==> src/design/ppmhp_pkg.sv <==
// Package for the streaming netpbm header parser and sample unpacker.
// Holds payload structs, parse phase and status codes, character codes and helpers.
// No dependencies; every other design file imports it.
package ppmhp_pkg;

  // Default upper bound on image width and height
  localparam int MAX_DIM_DEFAULT = 4096;

  // Fixed widths of the accumulator, the buffer address, the output dimensions and the max value
  localparam int ACC_W  = 17;
  localparam int ADDR_W = 26;
  localparam int OUT_DIM_W = 13;
  localparam int MAXV_W = 16;

  localparam logic [ACC_W-1:0] ACC_SAT = 17'h10000;

  // Character codes
  localparam logic [7:0] CH_HASH  = 8'h23;
  localparam logic [7:0] CH_UP_P  = 8'h50;
  localparam logic [7:0] CH_LO_P  = 8'h70;
  localparam logic [7:0] CH_ZERO  = 8'h30;
  localparam logic [7:0] CH_ONE   = 8'h31;
  localparam logic [7:0] CH_SIX   = 8'h36;
  localparam logic [7:0] CH_NINE  = 8'h39;
  localparam logic [7:0] CH_NL    = 8'h0A;
  localparam logic [7:0] CH_SPACE = 8'h20;
  localparam logic [7:0] CH_TAB   = 8'h09;
  localparam logic [7:0] CH_CR    = 8'h0D;

  typedef enum logic [3:0] {
    PH_MAGIC_LETTER,
    PH_MAGIC_DIGIT,
    PH_AFTER_MAGIC,
    PH_W_SEEK,
    PH_W_DIGITS,
    PH_H_SEEK,
    PH_H_DIGITS,
    PH_M_SEEK,
    PH_M_DIGITS,
    PH_PIXELS,
    PH_DONE,
    PH_ERROR
  } phase_t;

  typedef enum logic [2:0] {
    ST_HEADER,
    ST_PIXEL,
    ST_LAST,
    ST_ERROR,
    ST_IGNORED
  } status_t;

  typedef struct packed {
    logic       restart;
    logic [7:0] in_byte;
  } in_item_t;

  typedef struct packed {
    logic [2:0]           status;
    logic [2:0]           format_digit;
    logic [OUT_DIM_W-1:0] image_width;
    logic [OUT_DIM_W-1:0] image_height;
    logic [MAXV_W-1:0]    max_value;
    logic [7:0]           pixel_value;
    logic [ADDR_W-1:0]    pixel_address;
    logic [1:0]           channel;
  } out_item_t;

  // Space, tab, newline, vertical tab, form feed or carriage return
  function automatic logic is_blank(input logic [7:0] b);
    return (b == CH_SPACE) || ((b >= CH_TAB) && (b <= CH_CR));
  endfunction

  function automatic logic is_digit(input logic [7:0] b);
    return (b >= CH_ZERO) && (b <= CH_NINE);
  endfunction

endpackage

==> src/design/ppmhp_if.sv <==
// Handshake channels for the parser: one for input bytes, one for results.
// Depends on ppmhp_pkg for the payload structs.
interface ppmhp_in_if;
  import ppmhp_pkg::*;
  logic     valid;
  logic     ready;
  in_item_t data;
  modport source (output valid, output data, input ready);
  modport sink (input valid, input data, output ready);
endinterface

interface ppmhp_out_if;
  import ppmhp_pkg::*;
  logic      valid;
  logic      ready;
  out_item_t data;
  modport source (output valid, output data, input ready);
  modport sink (input valid, input data, output ready);
endinterface

==> src/design/ppm_header_parse_and_unpack.sv <==
// A byte's result is registered in the output register, or in the skid register while
// the output is held. Throughput: one byte per cycle while the skid register is empty;
// the two-entry result buffer (output plus skid) lets a byte enter while a result waits.
// Reset (rst_n low, synchronous) clears the parser to wait for the magic letter and
// empties the result buffer; a byte with restart set resets the parser state first.
module ppm_header_parse_and_unpack #(
  parameter int MAX_DIM = ppmhp_pkg::MAX_DIM_DEFAULT
) (
  input  logic        clk,
  input  logic        rst_n,
  ppmhp_in_if.sink    in_ch,
  ppmhp_out_if.source out_ch
);
  import ppmhp_pkg::*;

  localparam int DIM_W = $clog2(MAX_DIM + 1);
  localparam int CNT_W = DIM_W + 1;
  localparam int W3_W  = DIM_W + 2;

  // Parser state
  phase_t             phase_r, phase_nxt, cur_phase;
  logic [ACC_W-1:0]   acc_r, acc_nxt, cur_acc;
  logic               comment_r, comment_nxt, cur_comment;
  logic [2:0]         magic_r, magic_nxt, cur_magic;
  logic [DIM_W-1:0]   width_r, width_nxt, cur_width;
  logic [DIM_W-1:0]   height_r, height_nxt, cur_height;
  logic [MAXV_W-1:0]  maxval_r, maxval_nxt, cur_maxval;
  logic [W3_W-1:0]    w3_r, w3_nxt, cur_w3;
  logic [DIM_W-1:0]   col_r, col_nxt, cur_col;
  logic [DIM_W-1:0]   row_r, row_nxt, cur_row;
  logic [1:0]         chan_r, chan_nxt, cur_chan;
  logic [ADDR_W-1:0]  addr_r, addr_nxt, cur_addr;
  logic [ADDR_W-1:0]  base_r;
  logic [DIM_W-1:0]   height_m1;

  // Result buffer
  out_item_t out_r, skid_r, res;
  logic      out_v_r, skid_v_r;
  logic      in_fire, out_fire;

  // Datapath helpers
  logic [7:0]        b;
  logic              restart;
  logic [3:0]        dval;
  logic [19:0]       acc_mul;
  logic [ACC_W-1:0]  acc_step;
  logic              num_ends;
  logic              dim_bad;
  logic              last_px;
  logic [ADDR_W-1:0] six_w;
  logic [15:0]       width16, height16;

  assign b       = in_ch.data.in_byte;
  assign restart = in_ch.data.restart;

  assign in_ch.ready  = !skid_v_r;
  assign in_fire      = in_ch.valid && in_ch.ready;
  assign out_ch.valid = out_v_r;
  assign out_ch.data  = out_r;
  assign out_fire     = out_v_r && out_ch.ready;

  // Start from reset values when this byte opens a new file
  always_comb begin
    cur_phase   = restart ? PH_MAGIC_LETTER : phase_r;
    cur_acc     = restart ? '0 : acc_r;
    cur_comment = restart ? 1'b0 : comment_r;
    cur_magic   = restart ? '0 : magic_r;
    cur_width   = restart ? '0 : width_r;
    cur_height  = restart ? '0 : height_r;
    cur_maxval  = restart ? '0 : maxval_r;
    cur_w3      = restart ? '0 : w3_r;
    cur_col     = restart ? '0 : col_r;
    cur_row     = restart ? '0 : row_r;
    cur_chan    = restart ? '0 : chan_r;
    cur_addr    = restart ? '0 : addr_r;
  end

  // Decimal accumulate, saturating at 65536
  assign dval    = 4'(b - CH_ZERO);
  assign acc_mul = (20'(cur_acc) << 3) + (20'(cur_acc) << 1) + 20'(dval);
  assign acc_step = (cur_acc[ACC_W-1] || (acc_mul > 20'(ACC_SAT))) ? ACC_SAT
                                                                   : ACC_W'(acc_mul);
  assign num_ends = (cur_phase == PH_M_DIGITS) ? ((b == CH_NL) || (b == CH_HASH))
                                               : (is_blank(b) || (b == CH_HASH));
  assign dim_bad  = (cur_acc == '0) || (cur_acc > ACC_W'(MAX_DIM));

  assign six_w   = ADDR_W'(cur_w3) << 1;
  assign last_px = (CNT_W'(cur_row) + 1'b1 >= CNT_W'(cur_height)) &&
                   (CNT_W'(cur_col) + 1'b1 >= CNT_W'(cur_width)) &&
                   (cur_chan >= 2'd2);

  // Next parser state and the result of this byte
  always_comb begin
    phase_nxt   = cur_phase;
    acc_nxt     = cur_acc;
    comment_nxt = cur_comment;
    magic_nxt   = cur_magic;
    width_nxt   = cur_width;
    height_nxt  = cur_height;
    maxval_nxt  = cur_maxval;
    w3_nxt      = cur_w3;
    col_nxt     = cur_col;
    row_nxt     = cur_row;
    chan_nxt    = cur_chan;
    addr_nxt    = cur_addr;
    res         = '0;
    res.status  = ST_HEADER;

    if (cur_phase == PH_ERROR) begin
      res.status = ST_ERROR;
    end else if (cur_phase == PH_DONE) begin
      res.status = ST_IGNORED;
    end else if (cur_comment) begin
      if (b == CH_NL) comment_nxt = 1'b0;
    end else if (cur_phase == PH_PIXELS) begin
      res.pixel_value   = b;
      res.pixel_address = cur_addr;
      res.channel       = cur_chan;
      if (last_px) begin
        res.status = ST_LAST;
        phase_nxt  = PH_DONE;
      end else begin
        res.status = ST_PIXEL;
        addr_nxt   = cur_addr + 1'b1;
        chan_nxt   = cur_chan + 1'b1;
        // Wrap the channel, then the column; step back two rows' worth at a row end
        if (cur_chan == 2'd2) begin
          chan_nxt = '0;
          col_nxt  = cur_col + 1'b1;
          if (CNT_W'(cur_col) + 1'b1 >= CNT_W'(cur_width)) begin
            col_nxt  = '0;
            row_nxt  = cur_row + 1'b1;
            addr_nxt = cur_addr + 1'b1 - six_w;
          end
        end
      end
    end else begin
      unique case (cur_phase)
        PH_MAGIC_LETTER: begin
          if (b == CH_HASH) comment_nxt = 1'b1;
          else if ((b == CH_UP_P) || (b == CH_LO_P)) phase_nxt = PH_MAGIC_DIGIT;
          else if (!(is_blank(b) && (b != CH_NL))) phase_nxt = PH_ERROR;
        end
        PH_MAGIC_DIGIT: begin
          if ((b >= CH_ONE) && (b <= CH_SIX)) begin
            magic_nxt = 3'(b - CH_ZERO);
            phase_nxt = PH_AFTER_MAGIC;
          end else begin
            phase_nxt = PH_ERROR;
          end
        end
        PH_AFTER_MAGIC: begin
          if (b == CH_HASH) begin
            comment_nxt = 1'b1;
            phase_nxt   = PH_W_SEEK;
          end else if (is_blank(b)) begin
            phase_nxt = PH_W_SEEK;
          end else begin
            phase_nxt = PH_ERROR;
          end
        end
        PH_W_SEEK, PH_H_SEEK, PH_M_SEEK: begin
          if (b == CH_HASH) begin
            comment_nxt = 1'b1;
          end else if (is_digit(b)) begin
            acc_nxt   = ACC_W'(dval);
            phase_nxt = (cur_phase == PH_W_SEEK) ? PH_W_DIGITS :
                        (cur_phase == PH_H_SEEK) ? PH_H_DIGITS : PH_M_DIGITS;
          end else if (!is_blank(b)) begin
            phase_nxt = PH_ERROR;
          end
        end
        PH_W_DIGITS, PH_H_DIGITS, PH_M_DIGITS: begin
          if (is_digit(b)) begin
            acc_nxt = acc_step;
          end else if (!num_ends) begin
            phase_nxt = PH_ERROR;
          end else begin
            // Commit the number to its field
            acc_nxt = '0;
            if (cur_phase == PH_W_DIGITS) begin
              if (dim_bad) begin
                phase_nxt = PH_ERROR;
              end else begin
                width_nxt = DIM_W'(cur_acc);
                w3_nxt    = W3_W'(cur_acc) + (W3_W'(cur_acc) << 1);
                phase_nxt = PH_H_SEEK;
              end
            end else if (cur_phase == PH_H_DIGITS) begin
              if (dim_bad) begin
                phase_nxt = PH_ERROR;
              end else begin
                height_nxt = DIM_W'(cur_acc);
                phase_nxt  = PH_M_SEEK;
              end
            end else begin
              if (cur_acc[ACC_W-1]) begin
                phase_nxt = PH_ERROR;
              end else begin
                maxval_nxt = MAXV_W'(cur_acc);
                addr_nxt   = base_r;
                col_nxt    = '0;
                row_nxt    = '0;
                chan_nxt   = '0;
                phase_nxt  = PH_PIXELS;
              end
            end
            if ((b == CH_HASH) && (phase_nxt != PH_ERROR)) comment_nxt = 1'b1;
          end
        end
        default: ;
      endcase
      if (phase_nxt == PH_ERROR) res.status = ST_ERROR;
    end

    width16  = 16'(width_nxt);
    height16 = 16'(height_nxt);
    res.format_digit = magic_nxt;
    res.image_width  = width16[OUT_DIM_W-1:0];
    res.image_height = height16[OUT_DIM_W-1:0];
    res.max_value    = maxval_nxt;
  end

  // Advance parser state on each transfer
  always_ff @(posedge clk) begin
    if (!rst_n) begin
      phase_r   <= PH_MAGIC_LETTER;
      acc_r     <= '0;
      comment_r <= 1'b0;
      magic_r   <= '0;
      width_r   <= '0;
      height_r  <= '0;
      maxval_r  <= '0;
      w3_r      <= '0;
      col_r     <= '0;
      row_r     <= '0;
      chan_r    <= '0;
      addr_r    <= '0;
    end else if (in_fire) begin
      phase_r   <= phase_nxt;
      acc_r     <= acc_nxt;
      comment_r <= comment_nxt;
      magic_r   <= magic_nxt;
      width_r   <= width_nxt;
      height_r  <= height_nxt;
      maxval_r  <= maxval_nxt;
      w3_r      <= w3_nxt;
      col_r     <= col_nxt;
      row_r     <= row_nxt;
      chan_r    <= chan_nxt;
      addr_r    <= addr_nxt;
    end
  end

  // Top row base, (h-1)*w*3; settles long before maxval can end
  assign height_m1 = height_r - 1'b1;
  always_ff @(posedge clk) begin
    base_r <= ADDR_W'(ADDR_W'(height_m1) * ADDR_W'(w3_r));
  end

  // Result buffer: output register backed by one skid register
  always_ff @(posedge clk) begin
    if (!rst_n) begin
      out_v_r  <= 1'b0;
      skid_v_r <= 1'b0;
    end else if (out_fire || !out_v_r) begin
      out_v_r  <= skid_v_r || in_fire;
      skid_v_r <= 1'b0;
    end else if (in_fire) begin
      skid_v_r <= 1'b1;
    end
  end

  always_ff @(posedge clk) begin
    if (out_fire || !out_v_r) begin
      if (skid_v_r) out_r <= skid_r;
      else          out_r <= res;
    end else if (in_fire) begin
      skid_r <= res;
    end
  end

  // Skid register only fills behind a held output
  a_skid_behind_out: assert property (@(posedge clk) disable iff (!rst_n)
    skid_v_r |-> out_v_r)
    else $error("skid entry without an output entry");

  // A transfer into an empty buffer always yields a result next cycle
  a_fill_out: assert property (@(posedge clk) disable iff (!rst_n)
    (in_fire && !out_v_r) |=> out_v_r)
    else $error("result lost after transfer");

  // Sticky error once the parser has failed
  a_error_sticky: assert property (@(posedge clk) disable iff (!rst_n)
    (in_fire && !restart && (phase_r == PH_ERROR)) |-> (res.status == ST_ERROR))
    else $error("error state not reported");

  // Samples only come out of the pixel phase
  a_pixel_phase: assert property (@(posedge clk) disable iff (!rst_n)
    (in_fire && ((res.status == ST_PIXEL) || (res.status == ST_LAST)))
      |-> (cur_phase == PH_PIXELS))
    else $error("sample reported outside pixel phase");

  // Channel counter never reaches three
  a_chan_range: assert property (@(posedge clk) disable iff (!rst_n)
    chan_r != 2'd3)
    else $error("channel counter out of range");

endmodule
==> src/flat_wrapper.sv <==
// flat-port wrapper written by rule: the top's interface ports become plain ports
module ppm_header_parse_and_unpack_flat import ppmhp_pkg::*;
#(
  parameter int MAX_DIM = ppmhp_pkg::MAX_DIM_DEFAULT
)
  (clk, rst_n, in_ch_valid, in_ch_data, in_ch_ready, out_ch_valid, out_ch_data, out_ch_ready);
  ppmhp_in_if in_ch_i ();
  ppmhp_out_if out_ch_i ();
  input  logic clk;
  input  logic rst_n;
  input wire logic [$bits(in_ch_i.valid)-1:0] in_ch_valid;
  input wire logic [$bits(in_ch_i.data)-1:0] in_ch_data;
  output wire logic [$bits(in_ch_i.ready)-1:0] in_ch_ready;
  output wire logic [$bits(out_ch_i.valid)-1:0] out_ch_valid;
  output wire logic [$bits(out_ch_i.data)-1:0] out_ch_data;
  input wire logic [$bits(out_ch_i.ready)-1:0] out_ch_ready;
  assign in_ch_i.valid = in_ch_valid;
  assign in_ch_i.data = in_ch_data;
  assign in_ch_ready = in_ch_i.ready;
  assign out_ch_valid = out_ch_i.valid;
  assign out_ch_data = out_ch_i.data;
  assign out_ch_i.ready = out_ch_ready;
  ppm_header_parse_and_unpack #(.MAX_DIM(MAX_DIM)) u_core (.clk(clk), .rst_n(rst_n), .in_ch(in_ch_i), .out_ch(out_ch_i));
endmodule
==> config.mk <==
export PLATFORM = sky130hd
export DESIGN_NAME = ppm_header_parse_and_unpack_flat
export DESIGN_NICKNAME = d
export VERILOG_FILES = /design/src/design/ppmhp_pkg.sv /design/src/design/ppmhp_if.sv /design/src/design/ppm_header_parse_and_unpack.sv /design/src/flat_wrapper.sv
export SDC_FILE = /design/constraint.sdc
export NUM_CORES = 1
export LEC_CHECK = 0
export ABC_AREA = 1
export CAP_MARGIN = 20
export CORE_AREA = 2 2 323 325
export DETAILED_ROUTE_END_ITERATION = 12
export DIE_AREA = 0 0 325 327
export DONT_BUFFER_PORTS = 1
export PLACE_DENSITY = 0.38
export SLEW_MARGIN = 25
export SYNTH_ARGS = -nofsm -noshare
export SYNTH_HDL_FRONTEND = slang
export SYNTH_SLANG_ARGS = --single-unit
==> constraint.sdc <==
create_clock -name clk -period 7.1 [get_ports clk]
set_input_delay 0.71 -clock clk [delete_from_list [all_inputs] [get_ports clk]]
set_output_delay 0.71 -clock clk [all_outputs]
set_load 0.02 [all_outputs]
==> run_results.csv <==
group,metric,value,unit
yosys,synthArstFlopShare,0,
sta,hold_viol_final,0,
yosys,yosys.area.top_type,"edfxtp_1",
route,drt-pass1-iter-count,5,
yosys,yosysMostFrequentCell,"nand2_1",
sta,clock_skew,0.0232,ns
route,totalWireLength,103000,um
sta,slew_headroom,0.274,
pwr,p_int,3.97,mW
sta,min_period,6.46,ns
cells_and_area,final_cells,5132,
cts,htree_levels,2,
cts,root_buffer,"clkbuf_16",
cts,cts.hold.buffers_added,0,
die,die_height,327,um
yosys,synth_edf_count,168,
placement,placed_cell_area,29000,um2
cts,clkSlewWorstSetupHoldPaths,0.06,ns
pwr,switching_share,0.327,
yosys,synth_nets,4096,
yosys,synth_cell_types,59,
sta,timing.hold.ws,0.296,ns
route,viasPerCell,4.74,
sta,grt_setup_unrepaired,"no",
cts,cts_sinks,332,
cells_and_area,final_layout_size_suffix_gt1_frac,0.0629,
critical_path,cp_max_fo,16,
yosys,synthTopCellsByCount,"956 x nand2_1, 562 x inv_1, 358 x nor2_1, 259 x a21oi_1, 224 x o21ai_0",
die,die_w,325,um
pwr,total_power,5.91,mW
cells_and_area,area_growth,10.7,%
critical_path,path_class,"flip-flop to flip-flop",
route,drtAntennaViolNets,0,
global_routing,track_usage,0.193,
die,initial_core_util,0.268,
sta,drv_slew,0,
placement,gp_congestion,0.874,
flow_run,cap_violations,0,
critical_path,cp.arrival,6.93,ns
pwr,power.switching,1.93,mW
placement,place_ws,0.548,ns
die,rows,118,
min_path,hold_depth,2,
sta,setup_slack,0.639,ns
critical_path,reg2regPathDepth,25,
yosys,netlist_area,27600,um2
cts,numCtsBuffers,43,
yosys,synthDominantCellAreaShare,0.183,
cells_and_area,utilization,0.296,
die,io_pins,99,
sta,setup_tns,0,ns
placement,io_buffers,0,
route,drt-wirelength-per-cell,20.0,um
yosys,avgSynthCellArea,7.30,um2
critical_path,worst_setup_path_end_kind,"flip-flop",
route,drt_iter0_markers,1871,
die,core,103000,um2
cts,cts_buffer_depth,3,
cells_and_area,design_area,30500,um2
yosys,ys_ff_latch,332,
pwr,power.density,194,nW/um2
global_routing,grt_first_pass_wirelength,157000,um
yosys,netlist_instances,3773,
min_path,hp-class,"input pin to flip-flop",
cts,cts_tree,"done",
sta,fmax,155,MHz
sta,timing.final.crit_share,0.910,
global_routing,grt_max_degree,74,
yosys,yosysSeqAreaShare,0.302,
route,vias,24300,
pwr,seq_power_share,0.390,
sta,worst_pin_slew,1.07,ns
status,status,"complete, no violations",
placement,dp_cells,5051,
sta,setup_viol,0,
critical_path,worstPathRequired,7.57,ns
critical_path,startpoint_type,"flip-flop",
cts,clk_latency,0.60,ns
yosys,netlist_top_cells_area,"edfxtp_1 18%, nand2_1 13%, dfxtp_1 12%",
pwr,peakVddDrop,0.153,mV
pwr,leakage,14.0,nW
die,die_area,106000,um2
placement,place_hpwl,78600,um
global_routing,grt_pass1_vias,24400,
route,drc,0,
yosys,yosys_warnings,0,
cells_and_area,fillers,11400,
global_routing,grt_overflow,0,
pwr,power_frac_comb,0.204,
global_routing,antenna_found_initial,3,
pwr,clkPwrFrac,0.405,
cells_and_area,fin_nets,4039,
yosys,synth_flop_cell,"edfxtp_1",
==> power by group through the flow <==
stage / logic, mW / clock network (mW) / registers [mW]
final: 1.21 / 2.40 / 2.31
after global routing: 1.38 / 2.54 / 2.32
after CTS: 1.22 / 2.47 / 2.31
after detailed placement: 1.21 / 0 / 2.35
after global placement: 1.22 / 0 / 2.35
after floorplan: 0.869 / 0 / 2.29
==> state kept, by name (all words and copies together), names as in the netlist <==
register             count
u_core.skid_r           84
u_core.magic_r           3
u_core.w3_r             15
u_core.out_ch.data      84
u_core.acc_r            17
u_core.addr_r           26
u_core.comment_r         1
u_core.maxval_r         16
u_core.height_r         13
u_core.chan_r            2
u_core.out_ch.valid      1
u_core.width_r          13
u_core.phase_r           4
u_core.col_r            13
u_core.base_r           26
u_core.skid_v_r          1
u_core.row_r            13
==> layout by cell type, fill, tap and decap left out, types with 50 or more instances in the layout <==
master	count
nand2_1	956
inv_1	559
nor2_1	354
a21oi_1	258
o21ai_0	224
nand3_1	176
edfxtp_1	168
ha_1	164
dfxtp_1	163
fa_1	146
xor2_1	62
o21ai_1	50
==> path summary, 6_finish.rpt <==
kind,slack [ns],endpoint,start
setup / recovery,0.64,u_core.base_r[25],u_core.height_r[0]
hold / removal,0.30,u_core.col_r[11],rst_n
setup reg to reg,0.64,u_core.base_r[25],u_core.height_r[0]
hold reg to reg,0.47,u_core.maxval_r[12],u_core.maxval_r[12]
==> metal layers <==
metal  track usage  share of wire
met2         0.311           0.45
met3        0.0210          0.043
met5             0              0
met1         0.276           0.49
met4        0.0432          0.021
==> critical path: stages, from the launching register on <==
cell,delay (ns)
dfxtp_1,0.31
buf_4,0.20
nor2_1,0.21
nand3_1,0.12
nor3_1,0.33
nand4_1,0.12
and2_1,0.18
buf_4,0.16
inv_1,0.24
nor2_1,0.10
fa_1,0.52
inv_1,0.05
fa_1,0.46
fa_1,0.49
inv_1,0.05
fa_1,0.49
inv_1,0.05
fa_1,0.48
inv_1,0.05
ha_1,0.40
nand2_1,0.16
nor4_2,0.39
nand4_1,0.21
nand3_1,0.22
a31oi_1,0.16
xnor2_1,0.15
==> final cells by class <==
cell class	instances	area [um2]	share of cell area
diodes	1	2.50	0.0000820
clock buffers	59	1200	0.0392
clock inverters	21	324	0.0106
inverters	593	2230	0.0732
multi-input cells	2704	16400	0.537
flip-flops and latches	332	8330	0.273
well taps	1380	1730	0.0566
repair buffers	42	315	0.0103
==> timing repair <==
action                                  4_1_cts  5_1_grt
gates resized for setup                       0        1
endpoints found under the setup margin        0        1
endpoints found under the hold margin         0        0
setup buffers                                 0        0
==> kinds of logic (layout without fill, tap and decap cells) <==
logic type                 count (synthesis)  in the layout  synth area share
adders and majority gates                310            310             0.181
DFF                                      332            332             0.302
and+or+nand+nor                         1634           1634             0.249
xor gates and xnor gates                  91             91            0.0289
other                                      0              1                 0
muxes                                      1              1          0.000363
AOI/OAI and AO/OA                        668            668             0.134
buffers and inverters                    737            715             0.105
(Power assumes the default switching activity.)
